<file path="src/rtl/io_channel_mode_controller_unit_assert.svh">
// ----------------------------------------------------------------------------
// I/O channel mode controller: assertion macros
// Concurrent checks sampled on the rising clock, disabled while in reset.
// ----------------------------------------------------------------------------
`ifndef IO_CHANNEL_MODE_CONTROLLER_UNIT_ASSERT_SVH
`define IO_CHANNEL_MODE_CONTROLLER_UNIT_ASSERT_SVH

// Consequent must hold in the same cycle as the antecedent.
`define ICMC_ASSERT_SAME(label, clk, rst, ante, cons, msg) \
   label: assert property (@(posedge clk) disable iff (rst) (ante) |-> (cons)) \
      else $error(msg);

// Consequent must hold in the cycle after the antecedent.
`define ICMC_ASSERT_NEXT(label, clk, rst, ante, cons, msg) \
   label: assert property (@(posedge clk) disable iff (rst) (ante) |=> (cons)) \
      else $error(msg);

`endif

</file>
<file path="src/rtl/icmc_pkg.sv">
// ----------------------------------------------------------------------------
// I/O channel mode controller package
// Command, mode, kind, direction and register codes plus the shared item types.
// ----------------------------------------------------------------------------
`default_nettype none

package icmc_pkg;

   // commands
   localparam logic [2:0] CMD_GET         = 3'd0;
   localparam logic [2:0] CMD_SET         = 3'd1;
   localparam logic [2:0] CMD_SET_PWM     = 3'd2;
   localparam logic [2:0] CMD_SET_MODE    = 3'd3;
   localparam logic [2:0] CMD_POLL        = 3'd4;
   localparam logic [2:0] CMD_TICK        = 3'd5;
   localparam logic [2:0] CMD_DISABLE_OUT = 3'd6;

   // channel modes
   localparam logic [2:0] MODE_NONE  = 3'd0;
   localparam logic [2:0] MODE_AIN   = 3'd1;
   localparam logic [2:0] MODE_DIN   = 3'd2;
   localparam logic [2:0] MODE_DOUT  = 3'd3;
   localparam logic [2:0] MODE_SERVO = 3'd4;

   // hardware kinds
   localparam logic [1:0] KIND_ANALOG  = 2'd0;
   localparam logic [1:0] KIND_DIGITAL = 2'd1;
   localparam logic [1:0] KIND_MOSFET  = 2'd2;
   localparam logic [1:0] KIND_SERVO   = 2'd3;

   // pin directions
   localparam logic [1:0] DIR_INPUT  = 2'd0;
   localparam logic [1:0] DIR_PULLUP = 2'd1;
   localparam logic [1:0] DIR_OUTPUT = 2'd2;

   // configuration register indexes
   localparam logic [1:0] CSR_CHANNEL_KIND  = 2'd0;
   localparam logic [1:0] CSR_PWM_CAPABLE   = 2'd1;
   localparam logic [1:0] CSR_HOLDOFF_TICKS = 2'd2;

   localparam logic [1:0]  KIND_RESET    = KIND_DIGITAL;
   localparam logic [15:0] HOLDOFF_RESET = 16'd100;

   typedef struct packed {
      logic [2:0]         command;
      logic signed [15:0] value;
      logic               pin_low;
      logic [9:0]         adc_sample;
   } req_type;

   typedef struct packed {
      logic [1:0]  channel_kind;
      logic        pwm_capable;
      logic [15:0] holdoff_ticks;
   } cfg_type;

endpackage

`default_nettype wire

</file>
<file path="src/rtl/io_channel_mode_controller_unit.sv">
// ----------------------------------------------------------------------------
// I/O channel mode controller
// One configurable I/O channel driven by a stream of commands.
// ----------------------------------------------------------------------------
// Usage:
//   req_*  carries commands (get, set, set_pwm, set_mode, poll, tick,
//          disable_output) with their value and the sampled pin and ADC data.
//   rsp_*  returns one result per command: an optional reply (value report
//          or error) plus the current drive outputs and active mode.
//   csr_*  writes channel kind, PWM capability and report holdoff; always
//          ready, write only while no command is in flight.
//   The command sits in the request register and passes the decode logic
//   into the result register. Throughput is one command per cycle while
//   the receiver accepts results (rsp_ready high).
//   When the receiver stalls, the result holds and one more command can
//   still be taken into the request register; then req_ready drops.
//   Synchronous reset clears the channel to unconfigured input mode, empties
//   both stages and loads the register defaults (digital kind, no PWM,
//   holdoff 100).
// ----------------------------------------------------------------------------
`default_nettype none

module io_channel_mode_controller_unit (
   input  wire logic               clock,
   input  wire logic               reset,
   input  wire logic               req_valid,
   output logic                    req_ready,
   input  wire logic [2:0]         req_command,
   input  wire logic signed [15:0] req_value,
   input  wire logic               req_pin_low,
   input  wire logic [9:0]         req_adc_sample,
   output logic                    rsp_valid,
   input  wire logic               rsp_ready,
   output logic                    rsp_reply_valid,
   output logic                    rsp_reply_is_error,
   output logic signed [15:0]      rsp_reply_value,
   output logic [1:0]              rsp_pin_direction,
   output logic                    rsp_pin_level,
   output logic                    rsp_pwm_active,
   output logic signed [15:0]      rsp_pwm_duty,
   output logic                    rsp_servo_attached,
   output logic signed [15:0]      rsp_servo_position,
   output logic [2:0]              rsp_active_mode,
   input  wire logic               csr_valid,
   output logic                    csr_ready,
   input  wire logic [1:0]         csr_index,
   input  wire logic [15:0]        csr_wdata
);

   icmc_pkg::cfg_type cfg_ff;
   icmc_pkg::cfg_type cfg_in;
   icmc_pkg::req_type item;
   logic              item_valid;
   logic              item_take;

   assign csr_ready = 1'b1;

   always_comb begin
      cfg_in = cfg_ff;
      if (csr_valid) begin
         unique case (csr_index)
            icmc_pkg::CSR_CHANNEL_KIND:  cfg_in.channel_kind  = csr_wdata[1:0];
            icmc_pkg::CSR_PWM_CAPABLE:   cfg_in.pwm_capable   = csr_wdata[0];
            icmc_pkg::CSR_HOLDOFF_TICKS: cfg_in.holdoff_ticks = csr_wdata;
            default: begin
               // no register here: drop the write
            end
         endcase
      end
   end

   always_ff @(posedge clock) begin
      if (reset) begin
         cfg_ff.channel_kind  <= icmc_pkg::KIND_RESET;
         cfg_ff.pwm_capable   <= 1'b0;
         cfg_ff.holdoff_ticks <= icmc_pkg::HOLDOFF_RESET;
      end else begin
         cfg_ff <= cfg_in;
      end
   end

   icmc_req_stage u_req_stage (
      .clock          (clock),
      .reset          (reset),
      .req_valid      (req_valid),
      .req_ready      (req_ready),
      .req_command    (req_command),
      .req_value      (req_value),
      .req_pin_low    (req_pin_low),
      .req_adc_sample (req_adc_sample),
      .item_valid     (item_valid),
      .item           (item),
      .item_take      (item_take)
   );

   icmc_exec u_exec (
      .clock              (clock),
      .reset              (reset),
      .cfg                (cfg_ff),
      .item_valid         (item_valid),
      .item               (item),
      .item_take          (item_take),
      .rsp_valid          (rsp_valid),
      .rsp_ready          (rsp_ready),
      .rsp_reply_valid    (rsp_reply_valid),
      .rsp_reply_is_error (rsp_reply_is_error),
      .rsp_reply_value    (rsp_reply_value),
      .rsp_pin_direction  (rsp_pin_direction),
      .rsp_pin_level      (rsp_pin_level),
      .rsp_pwm_active     (rsp_pwm_active),
      .rsp_pwm_duty       (rsp_pwm_duty),
      .rsp_servo_attached (rsp_servo_attached),
      .rsp_servo_position (rsp_servo_position),
      .rsp_active_mode    (rsp_active_mode)
   );

endmodule

`default_nettype wire

</file>
<file path="src/rtl/icmc_req_stage.sv">
// ----------------------------------------------------------------------------
// I/O channel mode controller: request register
// Captures one command per transfer and holds it until the execute stage
// takes it.
// ----------------------------------------------------------------------------
`default_nettype none

module icmc_req_stage (
   input  wire logic               clock,
   input  wire logic               reset,
   input  wire logic               req_valid,
   output logic                    req_ready,
   input  wire logic [2:0]         req_command,
   input  wire logic signed [15:0] req_value,
   input  wire logic               req_pin_low,
   input  wire logic [9:0]         req_adc_sample,
   output logic                    item_valid,
   output icmc_pkg::req_type       item,
   input  wire logic               item_take
);

   logic              valid_ff;
   logic              valid_in;
   icmc_pkg::req_type item_ff;
   logic              load;

   assign req_ready = !valid_ff || item_take;
   assign load      = req_valid && req_ready;

   always_comb begin
      if (load) begin
         valid_in = 1'b1;
      end else if (item_take) begin
         valid_in = 1'b0;
      end else begin
         valid_in = valid_ff;
      end
   end

   always_ff @(posedge clock) begin
      if (reset) begin
         valid_ff <= 1'b0;
      end else begin
         valid_ff <= valid_in;
      end
   end

   always_ff @(posedge clock) begin
      if (load) begin
         item_ff.command    <= req_command;
         item_ff.value      <= req_value;
         item_ff.pin_low    <= req_pin_low;
         item_ff.adc_sample <= req_adc_sample;
      end
   end

   assign item_valid = valid_ff;
   assign item       = item_ff;

endmodule

`default_nettype wire

</file>
<file path="src/rtl/icmc_exec.sv">
// ----------------------------------------------------------------------------
// I/O channel mode controller: execute stage
// Decodes one command against the channel state, updates the state and
// loads the result register in the same cycle.
// ----------------------------------------------------------------------------
`default_nettype none
`include "io_channel_mode_controller_unit_assert.svh"

module icmc_exec (
   input  wire logic               clock,
   input  wire logic               reset,
   input  wire icmc_pkg::cfg_type  cfg,
   input  wire logic               item_valid,
   input  wire icmc_pkg::req_type  item,
   output logic                    item_take,
   output logic                    rsp_valid,
   input  wire logic               rsp_ready,
   output logic                    rsp_reply_valid,
   output logic                    rsp_reply_is_error,
   output logic signed [15:0]      rsp_reply_value,
   output logic [1:0]              rsp_pin_direction,
   output logic                    rsp_pin_level,
   output logic                    rsp_pwm_active,
   output logic signed [15:0]      rsp_pwm_duty,
   output logic                    rsp_servo_attached,
   output logic signed [15:0]      rsp_servo_position,
   output logic [2:0]              rsp_active_mode
);

   // channel state
   logic [2:0]  mode_ff,    mode_in;
   logic [15:0] held_ff,    held_in;
   logic        force_ff,   force_in;
   logic [15:0] holdoff_ff, holdoff_in;
   logic [1:0]  dir_ff,     dir_in;
   logic        level_ff,   level_in;
   logic        pwm_ff,     pwm_in;
   logic [15:0] duty_ff,    duty_in;
   logic        servo_ff,   servo_in;
   logic [15:0] pos_ff,     pos_in;

   // result register
   logic        rsp_valid_ff, rsp_valid_in;
   logic        rep_valid_ff, rep_valid_in;
   logic        rep_err_ff,   rep_err_in;
   logic [15:0] rep_val_ff,   rep_val_in;

   logic        code_ok;
   logic [2:0]  code;
   logic [15:0] poll_sample;
   logic        set_level;

   assign item_take = item_valid && (!rsp_valid_ff || rsp_ready);

   assign code_ok     = (item.value[15:3] == 13'd0) && (item.value[2:0] <= icmc_pkg::MODE_SERVO);
   assign code        = item.value[2:0];
   assign poll_sample = (mode_ff == icmc_pkg::MODE_AIN) ? {6'd0, item.adc_sample}
                                                       : {15'd0, item.pin_low};
   assign set_level   = !item.value[15] && (item.value != 16'sd0);

   always_comb begin
      mode_in      = mode_ff;
      held_in      = held_ff;
      force_in     = force_ff;
      holdoff_in   = holdoff_ff;
      dir_in       = dir_ff;
      level_in     = level_ff;
      pwm_in       = pwm_ff;
      duty_in      = duty_ff;
      servo_in     = servo_ff;
      pos_in       = pos_ff;
      rep_valid_in = 1'b0;
      rep_err_in   = 1'b0;
      rep_val_in   = 16'd0;

      unique case (item.command)
         icmc_pkg::CMD_GET: begin
            rep_valid_in = 1'b1;
            if (mode_ff == icmc_pkg::MODE_AIN || mode_ff == icmc_pkg::MODE_DIN) begin
               rep_val_in = poll_sample;
            end else begin
               rep_val_in = held_ff;
            end
         end
         icmc_pkg::CMD_SET: begin
            rep_valid_in = 1'b1;
            if (mode_ff == icmc_pkg::MODE_SERVO) begin
               held_in    = item.value;
               pos_in     = item.value;
               rep_val_in = item.value;
            end else if (mode_ff == icmc_pkg::MODE_DOUT) begin
               held_in    = {15'd0, set_level};
               level_in   = set_level;
               pwm_in     = 1'b0;
               rep_val_in = {15'd0, set_level};
            end else begin
               rep_err_in = 1'b1;
            end
         end
         icmc_pkg::CMD_SET_PWM: begin
            rep_valid_in = 1'b1;
            if (!cfg.pwm_capable) begin
               rep_err_in = 1'b1;
            end else begin
               // switch to digital out first when needed
               if (mode_ff != icmc_pkg::MODE_DOUT) begin
                  force_in = 1'b1;
                  if (mode_ff == icmc_pkg::MODE_SERVO) begin
                     servo_in = 1'b0;
                  end
                  mode_in  = icmc_pkg::MODE_DOUT;
                  dir_in   = icmc_pkg::DIR_OUTPUT;
                  level_in = 1'b0;
               end
               held_in    = item.value;
               duty_in    = item.value;
               pwm_in     = 1'b1;
               rep_val_in = item.value;
            end
         end
         icmc_pkg::CMD_SET_MODE: begin
            force_in = 1'b1;
            if (!(code_ok && code == mode_ff)) begin
               if (mode_ff == icmc_pkg::MODE_SERVO) begin
                  servo_in = 1'b0;
               end
               held_in = 16'd0;
               if (code_ok) begin
                  unique case (code)
                     icmc_pkg::MODE_AIN: begin
                        if (cfg.channel_kind != icmc_pkg::KIND_ANALOG) begin
                           rep_valid_in = 1'b1;
                           rep_err_in   = 1'b1;
                        end else begin
                           mode_in = icmc_pkg::MODE_AIN;
                           dir_in  = icmc_pkg::DIR_INPUT;
                           pwm_in  = 1'b0;
                        end
                     end
                     icmc_pkg::MODE_DIN: begin
                        if (cfg.channel_kind == icmc_pkg::KIND_MOSFET) begin
                           rep_valid_in = 1'b1;
                           rep_err_in   = 1'b1;
                        end else begin
                           mode_in = icmc_pkg::MODE_DIN;
                           dir_in  = icmc_pkg::DIR_PULLUP;
                           pwm_in  = 1'b0;
                        end
                     end
                     icmc_pkg::MODE_DOUT: begin
                        mode_in  = icmc_pkg::MODE_DOUT;
                        dir_in   = icmc_pkg::DIR_OUTPUT;
                        level_in = 1'b0;
                        pwm_in   = 1'b0;
                     end
                     icmc_pkg::MODE_SERVO: begin
                        if (cfg.channel_kind != icmc_pkg::KIND_SERVO) begin
                           rep_valid_in = 1'b1;
                           rep_err_in   = 1'b1;
                        end else begin
                           mode_in  = icmc_pkg::MODE_SERVO;
                           dir_in   = icmc_pkg::DIR_OUTPUT;
                           pwm_in   = 1'b0;
                           servo_in = 1'b1;
                           pos_in   = 16'd0;
                        end
                     end
                     default: begin
                        // unconfigured code: detach and clear only
                     end
                  endcase
               end
            end
         end
         icmc_pkg::CMD_POLL: begin
            if ((mode_ff == icmc_pkg::MODE_AIN || mode_ff == icmc_pkg::MODE_DIN)
                && holdoff_ff == 16'd0) begin
               if (poll_sample != held_ff || force_ff) begin
                  held_in      = poll_sample;
                  rep_valid_in = 1'b1;
                  rep_val_in   = poll_sample;
                  holdoff_in   = cfg.holdoff_ticks;
               end
            end
            force_in = 1'b0;
         end
         icmc_pkg::CMD_TICK: begin
            if (holdoff_ff != 16'd0) begin
               holdoff_in = holdoff_ff - 16'd1;
            end
         end
         icmc_pkg::CMD_DISABLE_OUT: begin
            if (mode_ff == icmc_pkg::MODE_DOUT) begin
               held_in      = 16'd0;
               level_in     = 1'b0;
               pwm_in       = 1'b0;
               rep_valid_in = 1'b1;
            end
         end
         default: begin
            // unused command: drop
         end
      endcase
   end

   always_comb begin
      if (item_take) begin
         rsp_valid_in = 1'b1;
      end else if (rsp_ready) begin
         rsp_valid_in = 1'b0;
      end else begin
         rsp_valid_in = rsp_valid_ff;
      end
   end

   always_ff @(posedge clock) begin
      if (reset) begin
         mode_ff      <= icmc_pkg::MODE_NONE;
         held_ff      <= 16'd0;
         force_ff     <= 1'b0;
         holdoff_ff   <= 16'd0;
         dir_ff       <= icmc_pkg::DIR_INPUT;
         level_ff     <= 1'b0;
         pwm_ff       <= 1'b0;
         duty_ff      <= 16'd0;
         servo_ff     <= 1'b0;
         pos_ff       <= 16'd0;
         rsp_valid_ff <= 1'b0;
      end else begin
         rsp_valid_ff <= rsp_valid_in;
         if (item_take) begin
            mode_ff    <= mode_in;
            held_ff    <= held_in;
            force_ff   <= force_in;
            holdoff_ff <= holdoff_in;
            dir_ff     <= dir_in;
            level_ff   <= level_in;
            pwm_ff     <= pwm_in;
            duty_ff    <= duty_in;
            servo_ff   <= servo_in;
            pos_ff     <= pos_in;
         end
      end
   end

   always_ff @(posedge clock) begin
      if (item_take) begin
         rep_valid_ff <= rep_valid_in;
         rep_err_ff   <= rep_err_in;
         rep_val_ff   <= rep_val_in;
      end
   end

   // drive state only moves when a result is loaded, so it tracks the result
   assign rsp_valid          = rsp_valid_ff;
   assign rsp_reply_valid    = rep_valid_ff;
   assign rsp_reply_is_error = rep_err_ff;
   assign rsp_reply_value    = rep_val_ff;
   assign rsp_pin_direction  = dir_ff;
   assign rsp_pin_level      = level_ff;
   assign rsp_pwm_active     = pwm_ff;
   assign rsp_pwm_duty       = duty_ff;
   assign rsp_servo_attached = servo_ff;
   assign rsp_servo_position = pos_ff;
   assign rsp_active_mode    = mode_ff;

   `ICMC_ASSERT_SAME(a_pwm_only_dout, clock, reset, pwm_ff, mode_ff == icmc_pkg::MODE_DOUT, "pwm active outside digital out")
   `ICMC_ASSERT_SAME(a_servo_only_servo, clock, reset, servo_ff, mode_ff == icmc_pkg::MODE_SERVO, "servo attached outside servo mode")
   `ICMC_ASSERT_NEXT(a_set_mode_forces, clock, reset, item_take && item.command == icmc_pkg::CMD_SET_MODE, force_ff, "set_mode did not arm forced report")
   `ICMC_ASSERT_NEXT(a_tick_counts, clock, reset, item_take && item.command == icmc_pkg::CMD_TICK && holdoff_ff != 16'd0, holdoff_ff == $past(holdoff_ff) - 16'd1, "tick did not count holdoff down")
   `ICMC_ASSERT_SAME(a_error_reply_zero, clock, reset, rsp_valid_ff && rep_err_ff, rep_valid_ff && rep_val_ff == 16'd0, "error reply malformed")

endmodule

`default_nettype wire

</file>
<file path="config.mk">
export PLATFORM = sky130hd
export DESIGN_NAME = io_channel_mode_controller_unit
export DESIGN_NICKNAME = d
export VERILOG_FILES = /design/src/rtl/icmc_pkg.sv /design/src/rtl/io_channel_mode_controller_unit.sv /design/src/rtl/icmc_req_stage.sv /design/src/rtl/icmc_exec.sv
export VERILOG_INCLUDE_DIRS = /design/src /design/src/rtl
export SDC_FILE = /design/constraint.sdc
export NUM_CORES = 1
export LEC_CHECK = 0
export BUFFER_PORTS_ARGS = -buffer_cell sky130_fd_sc_hd__buf_2
export CAP_MARGIN = 15
export CORE_MARGIN = 10
export CORE_UTILIZATION = 50
export DETAILED_ROUTE_END_ITERATION = 16
export HOLD_SLACK_MARGIN = 0.1
export PLACE_DENSITY = 0.7
export SYNTH_ARGS = -nofsm -noshare
export SYNTH_HDL_FRONTEND = slang
export SYNTH_SLANG_ARGS = --single-unit
</file>
<file path="constraint.sdc">
create_clock -name clock -period 6.98 [get_ports clock]
set_clock_uncertainty 0.1 [all_clocks]
set_input_delay 1.396 -clock clock [delete_from_list [all_inputs] [get_ports clock]]
set_output_delay 1.396 -clock clock [all_outputs]
set_load 0.02 [all_outputs]
</file>
==> results_dict.tcl <==
set metrics [dict create \
    cts_num_sinks 142 \
    clk_path_buf_depth 2 \
    finalMaxSlewViolations 0 \
    insertion_delay_ns 0.43 \
    drv_cap 0 \
    rsz0062_at_grt "false" \
    wl_um 18300 \
    p_int_mw 1.52 \
    cpLargestDelayFamily "simple AND/OR/NAND/NOR gates" \
    coreArea_sq_um 12800 \
    syn_avg_cell_area_sq_um 9.29 \
    fmax_ghz 0.268 \
    drtAntennaViolNets 0 \
    async_reset_ff_share_pct 0 \
    grt_pass1_wl_um 29400 \
    path_max_fanout 24 \
    crit_arrival_ns 3.89 \
    dieArea_sq_um 18200 \
    syn_to_final_growth_pct 18.7 \
    cts_made_buffers 17 \
    clock_power_share_pct 47.3 \
    swShare_pct 23.7 \
    leakage_nw 2.96 \
    worstRegToRegCells 7 \
    synth_edf_count 48 \
    htreeDepth 4 \
    synth_fp_nets 763 \
    max_stage_delay_ns 0.81 \
    critPathSlowestCell "nor3_2" \
    rrSetupSlack_ns 3.25 \
    place.gp.congestion 0.874 \
    final_layout_size_suffix_gt1_share_pct 20.3 \
    die_h_um 135 \
    irDropWorstVdd_v 0.000207 \
    synthAdderAreaFrac_pct 0.190 \
    period_share_pct 53.5 \
    cts_hold_buf 0 \
    syn_area_sq_um 6590 \
    post_cts_buffers 0 \
    cts-resized-gates 0 \
    synth_flop_cell "dfxtp_1" \
    final_util_pct 61.2 \
    critPathBufInv 1 \
    clk_pin_slew_ns 0.06 \
    synth_seq_area_share_pct 50.4 \
    rr_endpoint "u_exec.held_ff[4]$_SDFFE_PP0P_" \
    post-route-drc-count 0 \
    grt.overflow.total 0 \
    synthSimpleGateAreaFrac_pct 19.4 \
    synth-compound-area-share_pct 20.4 \
    hold_end "u_exec.rsp_servo_position[0]$_SDFFE_PP0P_" \
    p_switching_uw 471 \
    synth_xor_area_share_pct 1.33 \
    post_synth_num_cell_types 60 \
    first_iter_violations 707 \
    dr_total_vias 5841 \
    start_kind "flip-flop" \
    setup_slack_ns 3.25 \
    crit_chain "inv_1 > nand3_1 > or4_1 > nand2_1 > nor3_2 > and2_4 > a211oi_1" \
    comb_power_share_pct 6.7 \
    synth_cells 709 \
    worstPathRequired_ns 7.14 \
    final_common_cell "buf_2" \
    layout_common_cells "112 x buf_2, 94 x dfxtp_1, 83 x nand2_1" \
    power_density_nw_per_um2 254 \
    grt_max_degree 110 \
    max_slew_margin_pct 24.2 \
    crit_type "reg -> reg" \
    grtUsageTotal_pct 20.0 \
    row_count 41 \
    io_buffers 112 \
    p_total_mw 1.99 \
    whs_path_depth 2 \
    nNetsFinal 847 \
    hold_path.class "reg -> reg" \
    hp-start "u_exec.rsp_servo_position[0]$_SDFFE_PP0P_" \
    finalHoldViolCount 0 \
    antenna_found_initial 0 \
    drt_pre_antenna_iters 5 \
    worstMarginPinSlew_ns 1.14 \
    tritoncts "done" \
    setup_violations 0 \
    seq_power_share_pct 46.0 \
    outcome "finished, final reports clean" \
    synth_top_family_by_area "compound AO/OA/AOI/OAI gates" \
    r2r-start "u_req_stage.item[29]$_DFFE_PP_" \
    min_period_ns 3.73 \
    wl_per_cell_um 18.7 \
    dp_slack_ns 3.20 \
    die_w_um 135 \
    root_buffer "clkbuf_16" \
    endpoint_kind "flip-flop" \
    synth_mux_area_share_pct 3.68 \
    dp.final_hpwl_um 12500 \
    routed_via_density 5.97 \
    yosys_warnings 0 \
    start_util_pct 51.6 \
    grt_pass1_vias 5768 \
    synth-seq-cells 142 \
    fin_tns_setup_ns 0 \
    ioPinCount 114 \
]
## state kept, by name, summed over array words and instances (netlist names)
register	count
u_exec.rsp_reply_value	16
u_exec.holdoff_ff	16
u_req_stage.item_valid	1
u_exec.held_ff	16
u_exec.rsp_pwm_duty	16
u_exec.rsp_reply_is_error	1
u_exec.rsp_active_mode	3
u_exec.force_ff	1
u_exec.rsp_valid	1
u_exec.rsp_pin_direction	2
u_exec.rsp_servo_position	16
u_exec.rsp_reply_valid	1
u_exec.rsp_pin_level	1
u_exec.rsp_pwm_active	1
cfg_ff	19
u_req_stage.item	30
u_exec.rsp_servo_attached	1
## tightest hold or removal path: stages, from the launching register on
cell and delay [ns]:
dfxtp_1 0.31, nand2_1 0.05, a21oi_1 0.05
## through the flow
stage	cell area [sq um]	cells	hold slack (ns)
after floorplan	6590	709	0.333
after global placement	7180	945	0.339
after detailed placement	7180	945	0.341
after CTS	7810	977	0.356
after global routing	7810	978	0.365
final	7820	979	0.352
## cell usage after synthesis (9+ instances only)
cell      instances  area (sq um)
nor3b_1           9          67.6
o31ai_1          13          97.6
nor3_1           13          65.1
nand3_1          35           175
a22o_1           17           149
a22oi_1          13          97.6
nor2_1           58           218
buf_1            12          45.0
o21ai_0          31           155
a21oi_1          61           305
a211oi_1          9          67.6
a21o_1           10          75.1
clkbuf_1         32           120
dfxtp_1          94          1880
nand2_1          83           312
mux2i_1          22           220
nand2b_1         10          62.6
inv_1            15          56.3
edfxtp_1         48          1440
## power by group through the flow
| stage | Sequential [mW] | Clock [mW] | Combinational, mW |
|---|---|---|---|
| floorplan | 0.922 | 0 | 0.0895 |
| global placement | 0.930 | 0 | 0.127 |
| detailed placement | 0.931 | 0 | 0.131 |
| CTS | 0.913 | 0.954 | 0.131 |
| global route | 0.917 | 0.993 | 0.147 |
| finish | 0.914 | 0.941 | 0.132 |
## worst max-delay path by stage
stage | startpoint | endpoint | slack (ns) | depth (start not counted)
2_1_floorplan | rsp_ready | u_exec.rsp_pwm_duty[10]$_SDFFE_PP0P_ | 3.11 | 9
3_3_place_gp | rsp_ready | u_exec.held_ff[4]$_SDFFE_PP0P_ | 3.31 | 8
3_5_place_dp | rsp_ready | u_exec.held_ff[4]$_SDFFE_PP0P_ | 3.20 | 8
4_1_cts | u_req_stage.item[29]$_DFFE_PP_ | u_exec.held_ff[4]$_SDFFE_PP0P_ | 3.36 | 7
5_1_grt | u_req_stage.item[29]$_DFFE_PP_ | u_exec.held_ff[0]$_SDFFE_PP0P_ | 3.00 | 7
6_report | u_req_stage.item[29]$_DFFE_PP_ | u_exec.held_ff[4]$_SDFFE_PP0P_ | 3.25 | 7
## layout make-up
| class | count | area, sq um |
|---|---|---|
| fillers | 1089 | 4960 |
| flip-flops and latches | 142 | 3320 |
| multi-input cells | 498 | 2980 |
| repair buffers | 119 | 613 |
| clock buffers | 22 | 500 |
| well taps | 172 | 215 |
| clock inverters | 10 | 121 |
| inverters | 15 | 56.3 |
| diodes | 1 | 2.50 |
## routing by layer
layer  track usage, %  wire, um
met3             7.31      1820
met2             30.0      8360
met1             25.5      7760
met4             7.62       331
met5                0         0
## cell families after synthesis
logic type / after synthesis
AO/OA/AOI/OAI: 202
XOR/XNOR: 10
adder cells (fa/ha/maj): 1
buffers and inverters: 69
flip-flops: 142
multiplexers: 23
other: 1
AND/OR/NAND/NOR: 261
Power figures use the tool's default switching activity.
